$ cat src/design/gstp_pkg.sv
// Shared types and constants for the one-dimensional global search trial planner.
// Holds the request and result words, register indexes and reset defaults.
// No dependencies.
package gstp_pkg;

    // Default sizing of the trial store and the stored value width.
    localparam int DEF_MAX_TRIALS  = 1024;
    localparam int DEF_VALUE_WIDTH = 32;

    // Width of the operands of the shared serial divider.
    localparam int DIV_W = 64;

    // Configuration register indexes.
    localparam int CFG_IDX_W = 3;
    localparam logic [CFG_IDX_W-1:0] CFG_LOWER = 3'd0;
    localparam logic [CFG_IDX_W-1:0] CFG_UPPER = 3'd1;
    localparam logic [CFG_IDX_W-1:0] CFG_EPS   = 3'd2;
    localparam logic [CFG_IDX_W-1:0] CFG_REL   = 3'd3;
    localparam logic [CFG_IDX_W-1:0] CFG_MAXT  = 3'd4;

    // Register reset values.
    localparam logic [31:0] RST_LOWER = 32'd0;
    localparam logic [31:0] RST_UPPER = 32'd65536;
    localparam logic [30:0] RST_EPS   = 31'd1;
    localparam logic [30:0] RST_REL   = 31'd262144;
    localparam logic [10:0] RST_MAXT  = 11'd1024;

    // Request kinds.
    localparam logic REQ_START = 1'b0;
    localparam logic REQ_VALUE = 1'b1;

    // Stop reasons.
    localparam logic [1:0] STOP_NONE  = 2'd0;
    localparam logic [1:0] STOP_CONV  = 2'd1;
    localparam logic [1:0] STOP_LIMIT = 2'd2;

    // Request word.
    typedef struct packed {
        logic               req_type;
        logic signed [31:0] trial_value;
    } t_req;

    // Result word.
    typedef struct packed {
        logic signed [31:0] next_point;
        logic               need_value;
        logic               done_res;
        logic [1:0]         stop_reason;
        logic signed [31:0] best_point;
        logic signed [31:0] best_value;
        logic [10:0]        trial_count;
    } t_res;

endpackage

$ cat src/design/gstp_div.sv
// Radix-2 restoring divider for unsigned DIV_W-bit operands, one quotient bit per cycle.
// Depends on gstp_pkg for DIV_W.
module gstp_div import gstp_pkg::*; (
    input  logic             i_clk,
    input  logic             i_rst_n,
    input  logic             i_start,
    input  logic [DIV_W-1:0] i_num,
    input  logic [DIV_W-1:0] i_den,
    output logic             o_done,
    output logic [DIV_W-1:0] o_quo
);

    localparam int CNT_W = $clog2(DIV_W + 1);

    logic             r_busy;
    logic             r_done;
    logic [CNT_W-1:0] r_cnt;
    logic [DIV_W:0]   r_rem;
    logic [DIV_W-1:0] r_quo;
    logic [DIV_W-1:0] r_den;

    logic [DIV_W:0]   shifted;
    logic [DIV_W:0]   diff;
    logic             fits;

    // One trial subtraction of the shifted remainder.
    always_comb begin
        shifted = {r_rem[DIV_W-1:0], r_quo[DIV_W-1]};
        diff    = shifted - {1'b0, r_den};
        fits    = (shifted >= {1'b0, r_den});
    end

    // Control: count the quotient bits and flag completion.
    always_ff @(posedge i_clk) begin
        if (!i_rst_n) begin
            r_busy <= 1'b0;
            r_done <= 1'b0;
            r_cnt  <= '0;
        end else begin
            r_done <= 1'b0;
            if (r_busy) begin
                r_cnt <= r_cnt + 1'b1;
                if (r_cnt == CNT_W'(DIV_W - 1)) begin
                    r_busy <= 1'b0;
                    r_done <= 1'b1;
                end
            end else if (i_start) begin
                r_busy <= 1'b1;
                r_cnt  <= '0;
            end
        end
    end

    // Datapath: the dividend shifts out as quotient bits shift in.
    always_ff @(posedge i_clk) begin
        if (r_busy) begin
            r_rem <= fits ? diff : shifted;
            r_quo <= {r_quo[DIV_W-2:0], fits};
        end else if (i_start) begin
            r_rem <= '0;
            r_quo <= i_num;
            r_den <= i_den;
        end
    end

    assign o_done = r_done;
    assign o_quo  = r_quo;

endmodule

$ cat config.mk
export PLATFORM = sky130hd
export DESIGN_NAME = gstp_div
export DESIGN_NICKNAME = d
export VERILOG_FILES = /design/src/design/gstp_pkg.sv /design/src/design/gstp_div.sv
export SDC_FILE = /design/constraint.sdc
export NUM_CORES = 1
export LEC_CHECK = 0
export BUFFER_PORTS_ARGS = -buffer_cell sky130_fd_sc_hd__buf_4
export CAP_MARGIN = 10
export CORE_MARGIN = 3
export CORE_UTILIZATION = 36
export CTS_BUF_LIST = sky130_fd_sc_hd__clkbuf_2 sky130_fd_sc_hd__clkbuf_4 sky130_fd_sc_hd__clkbuf_8
export CTS_CLUSTER_DIAMETER = 50
export DETAILED_ROUTE_END_ITERATION = 16
export SLEW_MARGIN = 5
export SYNTH_ARGS = -nofsm -noshare
export SYNTH_HDL_FRONTEND = slang
export SYNTH_SLANG_ARGS = --single-unit
export TNS_END_PERCENT = 30
$ cat constraint.sdc
create_clock -name i_clk -period 9 [get_ports i_clk]
set_input_delay 0.45 -clock i_clk [delete_from_list [all_inputs] [get_ports i_clk]]
set_output_delay 0.45 -clock i_clk [all_outputs]
set_load 0.01 [all_outputs]
# --- Word-level counts from Yosys, hierarchy flattened ---
# Index checks and enable logic that the tools add are counted.
totals:
  in_bits: 131
  n_memories: 0
  elab_cells: 25
  out_inout_bits: 65
  register_bits: 201
  latch_bits: 0
  mem_bits_ro: 0
  ramBits: 0
op_classes:
  n_bitwise: 1
  n_reduce_logical: 3
  div: 0
  shifts: 0
  n_eq_ne: 1
  n_addsub: 2
  muxes: 11
  magnitude_cmp: 1
  mul: 0
ops:
  columns: ["cell", "count"]
  rows:
  - ["$mux W64", 5]
  - ["$ge A65 B64 Y1", 1]
  - ["$sub A64 B64 Y64", 1]
  - ["$mux W7", 2]
  - ["$add A7 B1 Y7 const B", 1]
  - ["$eq A7 B6 Y1 const B", 1]
  - ["$mux W1", 4]
  - ["$reduce_and A2 Y1", 2]
  - ["$reduce_bool A2 Y1", 1]
  - ["$not A1 Y1", 1]

# --- Logic depth before layout (Yosys ltp) ---
depth:
  depth_word: 3
  ltp_mapped: 15

# --- Worst setup path after synthesis ---
# OpenSTA, ideal clock, no wires.
synth_path:
  kind: "register to register"
  from: "register r_busy"
  to: "register r_quo[0] (netlist: o_quo[0]), enable pin"
  t_required_ps: 8518
  n_path_buf: 1
  path_stages_with_launch: 4
  path_slack_ps: 5437
  t_arrival_ps: 3081
  setup_ps: 482
  path_cell_list: "dfxtp_1 clkbuf_1 nor2_1 inv_1"
synth_between:
  elab_chain_len: 1
synth_lines:
  columns: ["item", "line", "text"]
  rows:
  - ["start, declared", "gstp_div.sv:15", "logic r_busy;"]
  - ["start signal, assigned", "gstp_div.sv:36", "r_busy <= 1'b0;"]
  - ["start signal, assigned", "gstp_div.sv:44", "r_busy <= 1'b0;"]
  - ["start signal, assigned", "gstp_div.sv:48", "r_busy <= 1'b1;"]
  - ["$reduce_bool A2 Y1 (no source line)", null, null]
  - ["end signal, assigned", "gstp_div.sv:58", "r_quo <= {r_quo[DIV_W-2:0], fits};"]
  - ["end signal, assigned", "gstp_div.sv:61", "r_quo <= i_num;"]
  - ["end, declared", "gstp_div.sv:19", "logic [DIV_W-1:0] r_quo;"]
# No other way between the ends.
# A chain may end at the register's enable or synchronous reset.

# --- Worst setup path in the final report ---
layout_path:
  from: "register r_rem[2]"
  to: "register r_rem[3], data pin"
layout_between:
  elab_chain_len: 3
layout_lines:
  columns: ["item", "line", "text"]
  rows:
  - ["start, declared", "gstp_div.sv:18", "logic [DIV_W:0] r_rem;"]
  - ["start signal, assigned", "gstp_div.sv:57", "r_rem <= fits ? diff : shifted;"]
  - ["$sub A64 B64 Y64 / $ge A65 B64 Y1 (equally long branches)", "gstp_div.sv:29, gstp_div.sv:30", null]
  - ["$mux W64 *", "gstp_div.sv:57", null]
  - ["$mux W64 *", "gstp_div.sv:56", "if (r_busy) begin"]
# Every way passes the cells marked *; elsewhere a longest branch is shown, timed or not.

==> Flow_metrics.wiki <==
{| class="wikitable"
! Metric !! Value
|-
| Outcome || finished clean
|-
| Combined area of the multi-input logic cells || 5520 µm²
|-
| Power per Cell Area || 208 nW/µm²
|-
| Highest-utilization routing layer at the global route stage || met2
|-
| Number of global-route vias before repair || 9,333
|-
| Worst r2r src || r_rem[2]$_SDFFCE_PN0P_
|-
| CTS tree || yes
|-
| Pre-antenna DRT Iters || 4
|-
| Setup skew after layout || 26.8 ps
|-
| Launching element of the worst setup path || r_rem[2]$_SDFFCE_PN0P_
|-
| Normalized max-slew margin || 0.327
|-
| Worst VDD drop || 0.127 mV
|-
| Final Slew Violations || 0
|-
| Global route overflow || 0
|-
| Kind of end point of the critical path || register
|-
| Number of clock sinks seen by CTS || 201
|-
| Most frequent standard cell in the layout excluding fill and tap cells || buf_4
|-
| Overall routed net length || 31,200 µm
|-
| Total global-route track usage || 0.175
|-
| Core Footprint || 32,800 µm²
|-
| Predominant post-synthesis flop cell || edfxtp_1
|-
| Initial core utilization || 0.369
|-
| Critical setup path kind || register to register
|-
| Number of flops mapped to enable cells by yosys || 192
|-
| Required time of the critical path || 9300 ps
|-
| Layout Cells excl Fill || 1,793
|-
| Die outline area || 35,800 µm²
|-
| Critical path data arrival time || 4600 ps
|-
| Cell count after synthesis || 1,071
|-
| Grt met1 use || 0.224
|-
| RePlAce Congestion || 0.873
|-
| Final antenna-violating net count || 0
|-
| Estimated wirelength of the detail-placed design || 22,000 µm
|-
| Fraction of met2 tracks used by global routing || 0.277
|-
| Final period demand of the worst path || 4300 ps
|-
| Min Hold Slack || 58.0 ps
|-
| # rows || 66
|-
| Number of buffers inserted by port buffering || 195
|-
| Number of library cell types mapped by synthesis || 80
|-
| Post-route worst setup slack || 4700 ps
|-
| Final Cycle Share || 0.478
|-
| Sequential element share of the synthesized area || 0.492
|-
| Met3 Use GR || 0.0652
|-
| Clock tree buffer depth || 3
|-
| Area growth from synthesis to layout || 25.8%
|-
| Net count after synthesis || 1,268
|-
| Maximum net fanout on the critical path || 45
|-
| Register-to-Register Setup Slack || 4700 ps
|-
| Maximum Capacitance Violations || 0
|-
| Setup repair after global routing missed its margin || false
|-
| H-tree lvl count || 2
|-
| Yosys warning count || 0
|-
| Setup Fix Bufs, Post-CTS || 0
|-
| Die Wd || 189 µm
|-
| Worst-skew pair later-pin latency || 590 ps
|-
| Final hold violation count || 0
|-
| Clk pin slew, worst setup/hold paths || 60 ps
|-
| 1st-iter DRT viols || 536
|-
| Worst setup path endpoint || r_rem[3]$_SDFFCE_PN0P_
|-
| Wire length per cell || 17.4 µm
|-
| Slew at the pin closest to its max-slew limit || 1010 ps
|-
| Wire length of the first global-routing pass || 49,900 µm
|-
| Final setup violation count || 0
|-
| Fmax achieved || 233 MHz
|-
| Via Count || 9,040
|-
| Cells on worst reg2reg path || 12
|-
| Register bit count reported by yosys || 201
|-
| Endpoint of the worst-slack reg-to-reg timing path || r_rem[3]$_SDFFCE_PN0P_
|-
| Top-Level Pins || 196
|-
| Most frequent cells in the layout || buf_4 (201), edfxtp_1 (192), nor2_1 (85)
|-
| Startpoint kind of the worst setup timing path || register
|-
| Post-cts gate resize count || 0
|-
| Summed negative setup slack over all endpoints || 0 ps
|-
| Worst Hold Class || input port to register
|-
| Die extent in y || 189 µm
|-
| Fraction of layout instances using a drive strength above 1 || 0.272
|-
| Largest net degree at the start of global routing || 77
|-
| Asr flop ratio synth || 0
|-
| Leading area contributor after synthesis || edfxtp_1
|-
| Antenna cells || 0
|-
| Routed via count divided by cell count || 5.04
|-
| Synthesized area divided by synthesized cell count || 11.3 µm²
|-
| Synth top area share || 0.477
|-
| Number of antenna violations at the first check in global routing || 0
|-
| Worst slack at placement || 4690 ps
|-
| Num CTS Buffers || 42
|-
| Number of remaining DRC errors || 0
|-
| Netlist Area Pre-Place || 12,100 µm²
|-
| Leading post-synthesis cells by cell area || edfxtp_1 (48%), ha_1 (6.7%), mux2_2 (5.9%)
|-
| Clock Root Buffer || clkbuf_8
|-
| Layout filler cell count || 3,141
|-
| Static leakage || 6.46 nW
|-
| Sequential cell area in the final layout || 5950 µm²
|-
| Total instance count after detailed placement || 1,663
|-
| Number of nets in the layout || 1,518
|}
## what timing repair did
action	in CTS	in global routing
hold endpoints to repair	56	0
hold buffers	56	0
setup endpoints to repair	0	0
## stage by stage
step / area, µm² / util / power, mW
detailed placement: 13800 / 0.422 / 2.21
floorplan: 12100 / - / 1.97
CTS: 15200 / 0.464 / 3.22
global route: 15200 / 0.464 / 3.38
finish: 15200 / 0.464 / 3.17
global placement: 13800 / 0.422 / 2.20
## power breakdown
part	internal, mW	switching [mW]	total [mW]
Clock	0.519	0.433	0.952
Sequential	1.16	0.0565	1.21
Combinational	0.442	0.560	1.00
## routing by layer
metal,up-vias,part of all wire
li1,4464,-
met1,4253,0.44
met2,273,0.46
met3,50,0.083
met4,0,0.022
met5,-,0
## area by class of cell
cell class / instances / area share
sequential: 201 / 0.391
multi-input combinational: 737 / 0.363
timing repair buffer: 257 / 0.136
clock buffer: 52 / 0.0438
tap: 442 / 0.0364
inverter: 82 / 0.0204
clock inverter: 22 / 0.00930
## logic make-up (layout without fill, tap and decap cells)
logic type	Yosys count	after routing	synth area share
adders and majority gates	66	66	0.0689
AOI/OAI and AO/OA	243	243	0.141
DFF	201	201	0.492
xor gates and xnor gates	58	58	0.0420
muxes	107	107	0.0951
buffers and inverters	133	413	0.0517
and+or+nand+nor	263	263	0.109
## state kept, by name, summed over array words and instances (netlist names)
register,count
o_quo,64
r_den,64
r_rem,64
r_cnt,7
o_done,1
r_busy,1
## worst max-delay path: stages (launching register included)
cell and delay [ps]:
edfxtp_1 420, ha_1 380, o211a_1 180, o31ai_1 90, a211oi_2 350, o2111ai_1 190, nor2b_4 170, o21ai_4 260
a41oi_4 180, o31ai_4 660, buf_4 690, mux2i_1 300, nor2_1 60
## worst min path at each step
stage,from,to,cells after the start
final,i_den[37],r_den[37]$_DFFE_PP_,1
after global routing,i_den[37],r_den[37]$_DFFE_PP_,1
after CTS,i_den[37],r_den[37]$_DFFE_PP_,1
after detailed placement,r_cnt[4]$_SDFFE_PN0P_,r_cnt[4]$_SDFFE_PN0P_,1
after global placement,r_cnt[4]$_SDFFE_PN0P_,r_cnt[4]$_SDFFE_PN0P_,1
after floorplan,r_cnt[4]$_SDFFE_PN0P_,r_cnt[4]$_SDFFE_PN0P_,1
## synth_stat cells, types with 16 or more instances
| master | number |
|---|---|
| nand4_1 | 21 |
| a21o_1 | 26 |
| nand2_1 | 63 |
| o21ai_0 | 35 |
| mux2_2 | 63 |
| o21a_1 | 16 |
| inv_1 | 82 |
| edfxtp_1 | 192 |
| nor2_1 | 85 |
| ha_1 | 65 |
| clkbuf_1 | 25 |
| nand3_1 | 17 |
| mux2i_1 | 44 |
| xnor2_1 | 34 |
| xor2_1 | 24 |
| a21oi_1 | 69 |
Power figures use the tool's default switching activity.
